--- config.mk ---
export PLATFORM = sky130hd
export DESIGN_NAME = rle_rgb565_stream_decoder_core
export DESIGN_NICKNAME = d
export VERILOG_FILES = /design/src/sv/rle565_pkg.sv /design/src/sv/rle_rgb565_stream_decoder_core.sv /design/src/sv/rle565_ctrl.sv /design/src/sv/rle565_datapath.sv
export SDC_FILE = /design/constraint.sdc
export NUM_CORES = 1
export LEC_CHECK = 0
export ABC_AREA = 0
export ABC_CLOCK_PERIOD_IN_PS = 8050
export BUFFER_PORTS_ARGS = -buffer_cell sky130_fd_sc_hd__buf_4
export CAP_MARGIN = 0
export CORE_UTILIZATION = 65
export CTS_CLUSTER_DIAMETER = 120
export DETAILED_ROUTE_END_ITERATION = 8
export PLACE_DENSITY = 0.93
export SETUP_SLACK_MARGIN = 0.15
export SLEW_MARGIN = 25
export SYNTH_ARGS = -nofsm -noshare
export SYNTH_HDL_FRONTEND = slang
export SYNTH_HIERARCHICAL = 1
export SYNTH_SLANG_ARGS = --single-unit
--- constraint.sdc ---
create_clock -name clock -period 8.05 [get_ports clock]
set_input_delay 1.2075 -clock clock [delete_from_list [all_inputs] [get_ports clock]]
set_output_delay 1.2075 -clock clock [all_outputs]
set_load 0.005 [all_outputs]
--- src/sv/rle565_pkg.sv ---
// ----------------------------------------------------------------------------
// rle565_pkg
// Shared types and constants for the RLE RGB565 stream decoder: token phase
// and controller state encodings, and the command/status bundles that join
// the controller to the datapath.
// ----------------------------------------------------------------------------
package rle565_pkg;

   localparam int BYTE_W      = 8;
   localparam int PIXEL_W     = 16;
   localparam int VALID_W     = 2;
   localparam int TOTAL_W     = 20;
   localparam int MAXPIX_W    = 20;
   localparam int RUN_LEFT_W  = 8;

   localparam int               HDR_RUN_BIT  = 7;
   localparam logic [BYTE_W-1:0] HDR_COUNT_MASK = 8'h7F;
   localparam logic [MAXPIX_W-1:0] MAX_PIXELS_RESET = 20'd76800;
   localparam logic [RUN_LEFT_W-1:0] MAX_RUN_LEN = 8'd128;

   localparam logic [VALID_W-1:0] PIX_NONE = 2'd0;
   localparam logic [VALID_W-1:0] PIX_ONE  = 2'd1;
   localparam logic [VALID_W-1:0] PIX_TWO  = 2'd2;

   // token phase: what the next byte of the stream is
   typedef enum logic [1:0] {
      PH_HEADER = 2'd0,
      PH_LOW    = 2'd1,
      PH_HIGH   = 2'd2
   } phase_type;

   typedef enum logic {
      ST_IDLE = 1'b0,
      ST_RUN  = 1'b1
   } ctrl_state_type;

   // controller to datapath
   typedef struct packed {
      logic accept;    // take the request byte this cycle
      logic run_step;  // emit the next beat of a run
   } dp_cmd_type;

   // datapath to controller
   typedef struct packed {
      logic slot_free;  // output register empty or being drained
      logic run_start;  // request byte at the head completes a run token
      logic run_last;   // current run beat is the final one
   } dp_sts_type;

endpackage

--- src/sv/rle_rgb565_stream_decoder_core.sv ---
// ----------------------------------------------------------------------------
// rle_rgb565_stream_decoder_core
// PackBits-style run-length decoder for RGB565 pixel streams: one compressed
// byte per request, up to two pixels per response.
//
//   channel | dir | handshake              | payload
//   --------+-----+------------------------+--------------------------------
//   req     | in  | req_valid / req_ready  | data_byte, end_of_data
//   rsp     | out | rsp_valid / rsp_ready  | pixel_first, pixel_second,
//           |     |                        | pixels_valid, frame_done,
//           |     |                        | pixels_total
//   csr     | in  | csr_valid / csr_ready  | max_pixels (always ready)
//
// Header, low and literal high bytes are each taken as one request. A run
// pixel byte is followed by the run's pixels (at most 128) in beats of up
// to two pixels, during which no request is taken; the controller sequences
// these beats through the single output register.
// A request is taken only while the output register is empty or drains in
// the same cycle, so a stalled response stalls the request side.
// Synchronous reset clears the frame state except the run pixel and sets max_pixels to 76800.
// ----------------------------------------------------------------------------
module rle_rgb565_stream_decoder_core
   import rle565_pkg::*;
#(
   parameter int PIXEL_COUNT_BITS = 20
)
(
   input  logic                clock,
   input  logic                reset,
   input  logic                req_valid,
   output logic                req_ready,
   input  logic [BYTE_W-1:0]   req_data_byte,
   input  logic                req_end_of_data,
   output logic                rsp_valid,
   input  logic                rsp_ready,
   output logic [PIXEL_W-1:0]  rsp_pixel_first,
   output logic [PIXEL_W-1:0]  rsp_pixel_second,
   output logic [VALID_W-1:0]  rsp_pixels_valid,
   output logic                rsp_frame_done,
   output logic [TOTAL_W-1:0]  rsp_pixels_total,
   input  logic                csr_valid,
   output logic                csr_ready,
   input  logic [MAXPIX_W-1:0] csr_max_pixels
);

   dp_cmd_type cmd;
   dp_sts_type sts;

   // the limit register takes a write in any cycle
   assign csr_ready = 1'b1;

   rle565_ctrl u_ctrl (
      .clock     (clock),
      .reset     (reset),
      .req_valid (req_valid),
      .req_ready (req_ready),
      .sts       (sts),
      .cmd       (cmd)
   );

   rle565_datapath #(
      .PIXEL_COUNT_BITS (PIXEL_COUNT_BITS)
   ) u_datapath (
      .clock            (clock),
      .reset            (reset),
      .cmd              (cmd),
      .sts              (sts),
      .req_data_byte    (req_data_byte),
      .req_end_of_data  (req_end_of_data),
      .rsp_ready        (rsp_ready),
      .rsp_valid        (rsp_valid),
      .rsp_pixel_first  (rsp_pixel_first),
      .rsp_pixel_second (rsp_pixel_second),
      .rsp_pixels_valid (rsp_pixels_valid),
      .rsp_frame_done   (rsp_frame_done),
      .rsp_pixels_total (rsp_pixels_total),
      .csr_write        (csr_valid && csr_ready),
      .csr_max_pixels   (csr_max_pixels)
   );

endmodule

--- src/sv/rle565_ctrl.sv ---
// ----------------------------------------------------------------------------
// rle565_ctrl
// Controller: takes request bytes while idle and sequences the pixel-pair
// beats of a run through the output register.
// ----------------------------------------------------------------------------
module rle565_ctrl
   import rle565_pkg::*;
(
   input  logic       clock,
   input  logic       reset,
   input  logic       req_valid,
   output logic       req_ready,
   input  dp_sts_type sts,
   output dp_cmd_type cmd
);

   ctrl_state_type state_ff;
   ctrl_state_type state_in;

   // hold state
   always_ff @(posedge clock) begin
      if (reset) begin
         state_ff <= ST_IDLE;
      end else begin
         state_ff <= state_in;
      end
   end

   // enter a run on an accepted run pixel byte, leave it on the final run beat
   always_comb begin
      state_in     = state_ff;
      req_ready    = 1'b0;
      cmd.accept   = 1'b0;
      cmd.run_step = 1'b0;
      case (state_ff)
         ST_IDLE: begin
            req_ready  = sts.slot_free;
            cmd.accept = req_valid && sts.slot_free;
            if (cmd.accept && sts.run_start) begin
               state_in = ST_RUN;
            end
         end
         ST_RUN: begin
            cmd.run_step = sts.slot_free;
            if (sts.slot_free && sts.run_last) begin
               state_in = ST_IDLE;
            end
         end
         default: begin
            state_in = ST_IDLE;
         end
      endcase
   end

endmodule

--- src/sv/rle565_datapath.sv ---
// ----------------------------------------------------------------------------
// rle565_datapath
// Token state, pixel counter, limit register, run counter and the output
// register. Acts on commands from the controller.
// ----------------------------------------------------------------------------
module rle565_datapath
   import rle565_pkg::*;
#(
   parameter int PIXEL_COUNT_BITS = 20
)
(
   input  logic                 clock,
   input  logic                 reset,
   input  dp_cmd_type           cmd,
   output dp_sts_type           sts,
   input  logic [BYTE_W-1:0]    req_data_byte,
   input  logic                 req_end_of_data,
   input  logic                 rsp_ready,
   output logic                 rsp_valid,
   output logic [PIXEL_W-1:0]   rsp_pixel_first,
   output logic [PIXEL_W-1:0]   rsp_pixel_second,
   output logic [VALID_W-1:0]   rsp_pixels_valid,
   output logic                 rsp_frame_done,
   output logic [TOTAL_W-1:0]   rsp_pixels_total,
   input  logic                 csr_write,
   input  logic [MAXPIX_W-1:0]  csr_max_pixels
);

   localparam int CW = PIXEL_COUNT_BITS;

   // frame state
   phase_type              phase_ff, phase_in;
   logic                   run_mode_ff, run_mode_in;
   logic [RUN_LEFT_W-1:0]  remain_ff, remain_in;
   logic [BYTE_W-1:0]      low_ff, low_in;
   logic [CW-1:0]          written_ff, written_in;
   logic                   stopped_ff, stopped_in;
   logic [RUN_LEFT_W-1:0]  run_left_ff, run_left_in;
   logic [PIXEL_W-1:0]     run_pix_ff, run_pix_in;
   logic                   eod_pend_ff, eod_pend_in;
   logic [MAXPIX_W-1:0]    max_pix_ff;

   // output register
   logic                   out_valid_ff, out_valid_in;
   logic [PIXEL_W-1:0]     out_first_ff, out_first_in;
   logic [PIXEL_W-1:0]     out_second_ff, out_second_in;
   logic [VALID_W-1:0]     out_cnt_ff, out_cnt_in;
   logic                   out_done_ff, out_done_in;
   logic [TOTAL_W-1:0]     out_total_ff, out_total_in;

   // combinational helpers
   logic [CW+MAXPIX_W-1:0]  max_ext;
   logic [CW+MAXPIX_W-1:0]  mask_ext;
   logic [CW-1:0]           limit;
   logic [CW-1:0]           avail;
   logic [CW+RUN_LEFT_W-1:0] avail_ext;
   logic [CW+RUN_LEFT_W-1:0] remain_ext;
   logic [RUN_LEFT_W-1:0]   run_len;
   logic                    stop_now;
   logic                    slot_free;
   logic                    run_start;
   logic                    run_last;
   logic [PIXEL_W-1:0]      pix;
   logic [CW-1:0]           total_src;
   logic [CW+TOTAL_W-1:0]   total_ext;
   logic                    out_load;
   logic                    clear;
   logic [RUN_LEFT_W-1:0]   remain_dec;

   // clip the limit to what the pixel counter can hold
   assign max_ext  = {{CW{1'b0}}, max_pix_ff};
   assign mask_ext = {{MAXPIX_W{1'b0}}, {CW{1'b1}}};
   assign limit    = (max_ext > mask_ext) ? {CW{1'b1}} : max_ext[CW-1:0];

   // run length bounded by the pixels still allowed
   assign avail      = limit - written_ff;
   assign avail_ext  = {{RUN_LEFT_W{1'b0}}, avail};
   assign remain_ext = {{CW{1'b0}}, remain_ff};
   assign run_len    = (avail_ext < remain_ext) ? avail[RUN_LEFT_W-1:0] : remain_ff;

   assign stop_now   = stopped_ff || (written_ff >= limit);
   assign slot_free  = !out_valid_ff || rsp_ready;
   assign run_start  = !stop_now && (phase_ff == PH_HIGH) && run_mode_ff;
   assign run_last   = (run_left_ff <= RUN_LEFT_W'(2));
   assign pix        = {req_data_byte, low_ff};
   assign remain_dec = remain_ff - RUN_LEFT_W'(1);

   assign sts.slot_free = slot_free;
   assign sts.run_start = run_start;
   assign sts.run_last  = run_last;

   assign total_ext    = {{TOTAL_W{1'b0}}, total_src};
   assign out_total_in = total_ext[TOTAL_W-1:0];

   // decode a byte or a run beat
   always_comb begin
      phase_in      = phase_ff;
      run_mode_in   = run_mode_ff;
      remain_in     = remain_ff;
      low_in        = low_ff;
      written_in    = written_ff;
      stopped_in    = stopped_ff;
      run_left_in   = run_left_ff;
      run_pix_in    = run_pix_ff;
      eod_pend_in   = eod_pend_ff;
      out_load      = 1'b0;
      out_first_in  = '0;
      out_second_in = '0;
      out_cnt_in    = PIX_NONE;
      out_done_in   = 1'b0;
      total_src     = '0;
      clear         = 1'b0;

      if (cmd.accept) begin
         stopped_in = stop_now;
         if (!stop_now) begin
            case (phase_ff)
               PH_LOW: begin
                  low_in   = req_data_byte;
                  phase_in = PH_HIGH;
               end
               PH_HIGH: begin
                  if (run_mode_ff) begin
                     run_left_in = run_len;
                     run_pix_in  = pix;
                     remain_in   = '0;
                     phase_in    = PH_HEADER;
                  end else begin
                     out_load     = 1'b1;
                     out_first_in = pix;
                     out_cnt_in   = PIX_ONE;
                     written_in   = written_ff + CW'(1);
                     remain_in    = remain_dec;
                     phase_in     = (remain_dec == '0) ? PH_HEADER : PH_LOW;
                     if ((written_ff + CW'(1)) >= limit) begin
                        stopped_in = 1'b1;
                     end
                  end
               end
               default: begin
                  run_mode_in = req_data_byte[HDR_RUN_BIT];
                  remain_in   = (req_data_byte & HDR_COUNT_MASK) + RUN_LEFT_W'(1);
                  phase_in    = PH_LOW;
               end
            endcase
         end
         // frame end is reported at once, or held to the final run beat if the byte starts a run
         if (req_end_of_data) begin
            if (run_start) begin
               eod_pend_in = 1'b1;
            end else begin
               out_load    = 1'b1;
               out_done_in = 1'b1;
               total_src   = written_in;
               clear       = 1'b1;
            end
         end
      end else if (cmd.run_step) begin
         if (run_left_ff >= RUN_LEFT_W'(2)) begin
            out_load      = 1'b1;
            out_first_in  = run_pix_ff;
            out_second_in = run_pix_ff;
            out_cnt_in    = PIX_TWO;
            run_left_in   = run_left_ff - RUN_LEFT_W'(2);
            written_in    = written_ff + CW'(2);
         end else if (run_left_ff == RUN_LEFT_W'(1)) begin
            out_load     = 1'b1;
            out_first_in = run_pix_ff;
            out_cnt_in   = PIX_ONE;
            run_left_in  = '0;
            written_in   = written_ff + CW'(1);
         end
         if (run_last) begin
            if (written_in >= limit) begin
               stopped_in = 1'b1;
            end
            if (eod_pend_ff) begin
               out_load    = 1'b1;
               out_done_in = 1'b1;
               total_src   = written_in;
               clear       = 1'b1;
            end
         end
      end

      // drop all frame state after the last result
      if (clear) begin
         phase_in    = PH_HEADER;
         run_mode_in = 1'b0;
         remain_in   = '0;
         low_in      = '0;
         written_in  = '0;
         stopped_in  = 1'b0;
         run_left_in = '0;
         eod_pend_in = 1'b0;
      end

      out_valid_in = out_load ? 1'b1 : (rsp_ready ? 1'b0 : out_valid_ff);
   end

   // control and frame state
   always_ff @(posedge clock) begin
      if (reset) begin
         phase_ff     <= PH_HEADER;
         run_mode_ff  <= 1'b0;
         remain_ff    <= '0;
         low_ff       <= '0;
         written_ff   <= '0;
         stopped_ff   <= 1'b0;
         run_left_ff  <= '0;
         eod_pend_ff  <= 1'b0;
         max_pix_ff   <= MAX_PIXELS_RESET;
         out_valid_ff <= 1'b0;
      end else begin
         phase_ff     <= phase_in;
         run_mode_ff  <= run_mode_in;
         remain_ff    <= remain_in;
         low_ff       <= low_in;
         written_ff   <= written_in;
         stopped_ff   <= stopped_in;
         run_left_ff  <= run_left_in;
         eod_pend_ff  <= eod_pend_in;
         out_valid_ff <= out_valid_in;
         if (csr_write) begin
            max_pix_ff <= csr_max_pixels;
         end
      end
   end

   // run pixel and result payload
   always_ff @(posedge clock) begin
      run_pix_ff <= run_pix_in;
      if (out_load) begin
         out_first_ff  <= out_first_in;
         out_second_ff <= out_second_in;
         out_cnt_ff    <= out_cnt_in;
         out_done_ff   <= out_done_in;
         out_total_ff  <= out_total_in;
      end
   end

   assign rsp_valid        = out_valid_ff;
   assign rsp_pixel_first  = out_first_ff;
   assign rsp_pixel_second = out_second_ff;
   assign rsp_pixels_valid = out_cnt_ff;
   assign rsp_frame_done   = out_done_ff;
   assign rsp_pixels_total = out_total_ff;

   // a run never holds more than one header's count
   a_run_len: assert property (@(posedge clock) disable iff (reset)
      run_left_ff <= MAX_RUN_LEN)
      else $error("run counter above maximum run length");

   // second pixel is only carried by a pair
   a_second_zero: assert property (@(posedge clock) disable iff (reset)
      out_valid_ff && (out_cnt_ff != PIX_TWO) |-> (out_second_ff == '0))
      else $error("second pixel set on a result without a pair");

   // total is only reported with frame end
   a_total_zero: assert property (@(posedge clock) disable iff (reset)
      out_valid_ff && !out_done_ff |-> (out_total_ff == '0))
      else $error("pixel total set before frame end");

   // frame end restarts the pixel count
   a_frame_clear: assert property (@(posedge clock) disable iff (reset)
      out_load && out_done_in |=> (written_ff == '0) && (phase_ff == PH_HEADER))
      else $error("frame state not cleared after frame end");

endmodule

==> impl_results.md <==
- Syn nets: 1193
- Comb power frac: 14.6%
- Leakage: 0.004257 uW
- Max_cap viols: 0
- Outcome: finished, final reports clean
- Clock Tree Buf Depth: 2
- Largest net degree at the start of global routing: 56
- Async SR Flop Fraction: 0%
- CP most frequent cell: or4_1
- HP Class: flip-flop to flip-flop
- Clock Skew: 14.69 ps
- Slowest Stage Delay on Critical Path: 730 ps
- Final hold vios: 0
- Layout Nets: 1232
- Tcrit/Tclk final: 64.38%
- Area delta synth->final: 12.86%
- Total die area: 15160 um2
- Detailed Route WL: 29440 um
- Clk Tree Root Cell: clkbuf_16
- Worst setup path class: flip-flop to flip-flop
- IO Pins: 92
- Slew Viols, Final: 0
- CP top delay family: simple AND/OR/NAND/NOR gates
- Worst path bufs/invs: 1
- Crit-path cells: inv_1 > ha_1 > a21o_1 > a21oi_2 > nand2_1 > a21o_1 > a21oi_1 > xnor2_1 > ha_1 > nor2b_1 > or4_1 > a2111o_1 > or4_1 > or4_1 > mux2_4 > a221oi_2
- Worst EP required: 8400 ps
- Power Total: 1856 uW
- Crit-path max FO: 8
- Internal: 1320 uW
- Clock Sinks: 142
- Sequential area share after synthesis: 37.27%
- Syn Area/Cell: 8.803 um2
- Yosys warning count: 6
- Count of different cell masters after synthesis: 77
- Most used DFF post-synth: edfxtp_1
- CP arrival: 5530 ps
- Post-detail-place hpwl: 20430 um
- Clock-pin slew on the worst setup and hold paths: 70 ps
- Share of cells above drive strength 1: 13.30%
- Psw: 536.1 uW
- Initial antenna violation count: 0
- Total congestion overflow: 0
- Critical-path top delay cell: or4_1
- Iter 0 DRT Violations: 1432
- R2R cell count: 16
- Reg-to-Reg Start: u_datapath/written_ff[3]$_SDFFE_PP0P_
- Port Buffers: 90
- Total stage count of the critical path: 16
- RSZ-0062 raised after global routing: false
- Die extent in x: 123.1 um
- WL per Instance: 22.38 um
- Least-Margin Pin Slew: 944.7 ps
- ANT cells: 0
- Min-delay src: u_datapath/low_ff[0]$_SDFFE_PP0P_
- Setup TNS: 0 ps
- DR vias: 9152
- Standard-cell rows: 43
- Maximum vdd drop: 155.5 uV
- Worst hold margin: 494.0 ps
- Core area: 14100 um2
- Pre-Repair DR Iteration Count: 6
- Post-Syn Instances: 1083
- Commonest non-fill, non-tap cells in the layout: nor2_1 (104), buf_4 (99), ha_1 (75)
- Cell area after synthesis: 9534 um2
- Switch share: 28.88%
- All-Layer GR Usage: 40.16%
- Min Clock Period, post-route: 5183 ps
- Global-route wire length before repair: 45840 um
- Die Y: 123.1 um
- Clk network pwr share: 42.6%
- Setup violators final: 0
- Worst slack at placement: 3006 ps
- RePlAce Congestion: 0.9604
- Clk_lat worst skew: 440 ps
- CTS H-tree depth: 4
- Synth Register Bits: 142
- Post-CTS setup buffers: 0
- Vias per inst: 6.960
- Setup ws final: 2867 ps
- Antenna-violating nets left: 0
- CP endpoint kind: flip-flop
- CTS Hold Bufs: 0
- Vias in the first global route: 8550
- DR DRC count: 0
- Slew margin rel.: 36.95%
- CTS tree: yes
- Maximum clock frequency: 193.0 MHz
- Sequential share of power: 42.7%
- Post-synth EDFFs: 71
- Critical path origin: u_datapath/written_ff[3]$_SDFFE_PP0P_
- Most common cell after layout, fill and taps aside: nor2_1
- Power Density: 172.5 nW/um2
- Fin util: 76.34%
- PostCTS Resize Cnt: 0
- Starting density of the core: 67.64%
- Total CTS buffers: 17
- Worst Hold Path Cells: 0
- Startpoint Class: flip-flop
-- power groups by stage --
stage	combinational, uW	clock [uW]	sequential (uW)
detailed placement	259	0	808
floorplan	179	0	804
CTS	264	786	793
finish	272	791	793
global route	296	817	795
global placement	253	0	807
-- per-stage QoR --
step | cells | area (um2)
finish | 1315 | 10760
global route | 1315 | 10760
CTS | 1315 | 10760
detailed placement | 1283 | 10190
global placement | 1283 | 10180
floorplan | 1083 | 9534
-- sequential cells by signal, summed over array words and instances (netlist names) --
signal	count
u_datapath/written_ff	20
u_datapath/rsp_pixel_second	16
u_ctrl/state_ff	1
u_datapath/rsp_pixel_first	16
u_datapath/run_pix_ff	16
u_datapath/remain_ff	8
u_datapath/rsp_valid	1
u_datapath/rsp_pixels_valid	2
u_datapath/phase_ff	2
u_datapath/rsp_pixels_total	20
u_datapath/low_ff	8
u_datapath/stopped_ff	1
u_datapath/eod_pend_ff	1
u_datapath/run_left_ff	8
u_datapath/rsp_frame_done	1
u_datapath/run_mode_ff	1
u_datapath/max_pix_ff	20
-- routing by layer --
layer | wire, um | vias up | part of all wire [%] | GRT usage, %
li1 | - | 4020 | - | -
met1 | 11100 | 4180 | 38 | 54.01
met2 | 12880 | 808 | 44 | 61.45
met3 | 4065 | 144 | 14 | 9.225
met4 | 1397 | 0 | 4.7 | 18.45
met5 | 0 | - | 0 | 0
-- cells by family after synthesis --
group           Yosys count  synth area share [%]
simple gates            338                 17.05
compound gates          284                 20.08
buf+inv                 143                 5.997
flops                   142                 37.27
fa+ha+maj                76                 10.05
xor+xnor                 73                 6.706
mux                      26                 2.808
other cells               1               0.03933
-- path summary, 6_finish.rpt --
| path | end | slack [ps] |
|---|---|---|
| setup / recovery | u_datapath/run_left_ff[1]$_SDFFE_PP0P_ | 2870 |
| setup reg to reg | u_datapath/run_left_ff[1]$_SDFFE_PP0P_ | 2870 |
| hold reg to reg | u_datapath/run_pix_ff[0]$_DFFE_PP_ | 490 |
| hold / removal | u_datapath/run_pix_ff[0]$_DFFE_PP_ | 490 |
-- cell type report --
type	count	area (um2)
Clock buffer	17	425.4
Clock inverter	15	146.4
Fill cell	982	3336
Inverter	64	241.5
Multi-Input combinational cell	798	5425
Sequential cell	142	3553
Tap cell	180	225.2
Timing Repair Buffer	99	743.2
-- cell usage after synthesis (all sizes together), types with 14 or more instances --
library cell	number	share of area (%)
a211oi	16	1.3
a21o	18	1.4
a21oi	78	4.3
a22o	19	1.7
and3	24	1.6
clkbuf	68	2.7
dfxtp	71	15
edfxtp	71	22
ha	75	9.8
inv	60	2.4
mux2i	23	2.4
nand2	73	2.9
nand3	39	2.0
nand4	18	1.2
nor2	105	4.1
nor3	26	1.4
o21ai	50	2.6
o22ai	14	0.92
xnor2	62	5.7
Note: power is estimated with default switching activity, not from simulation.
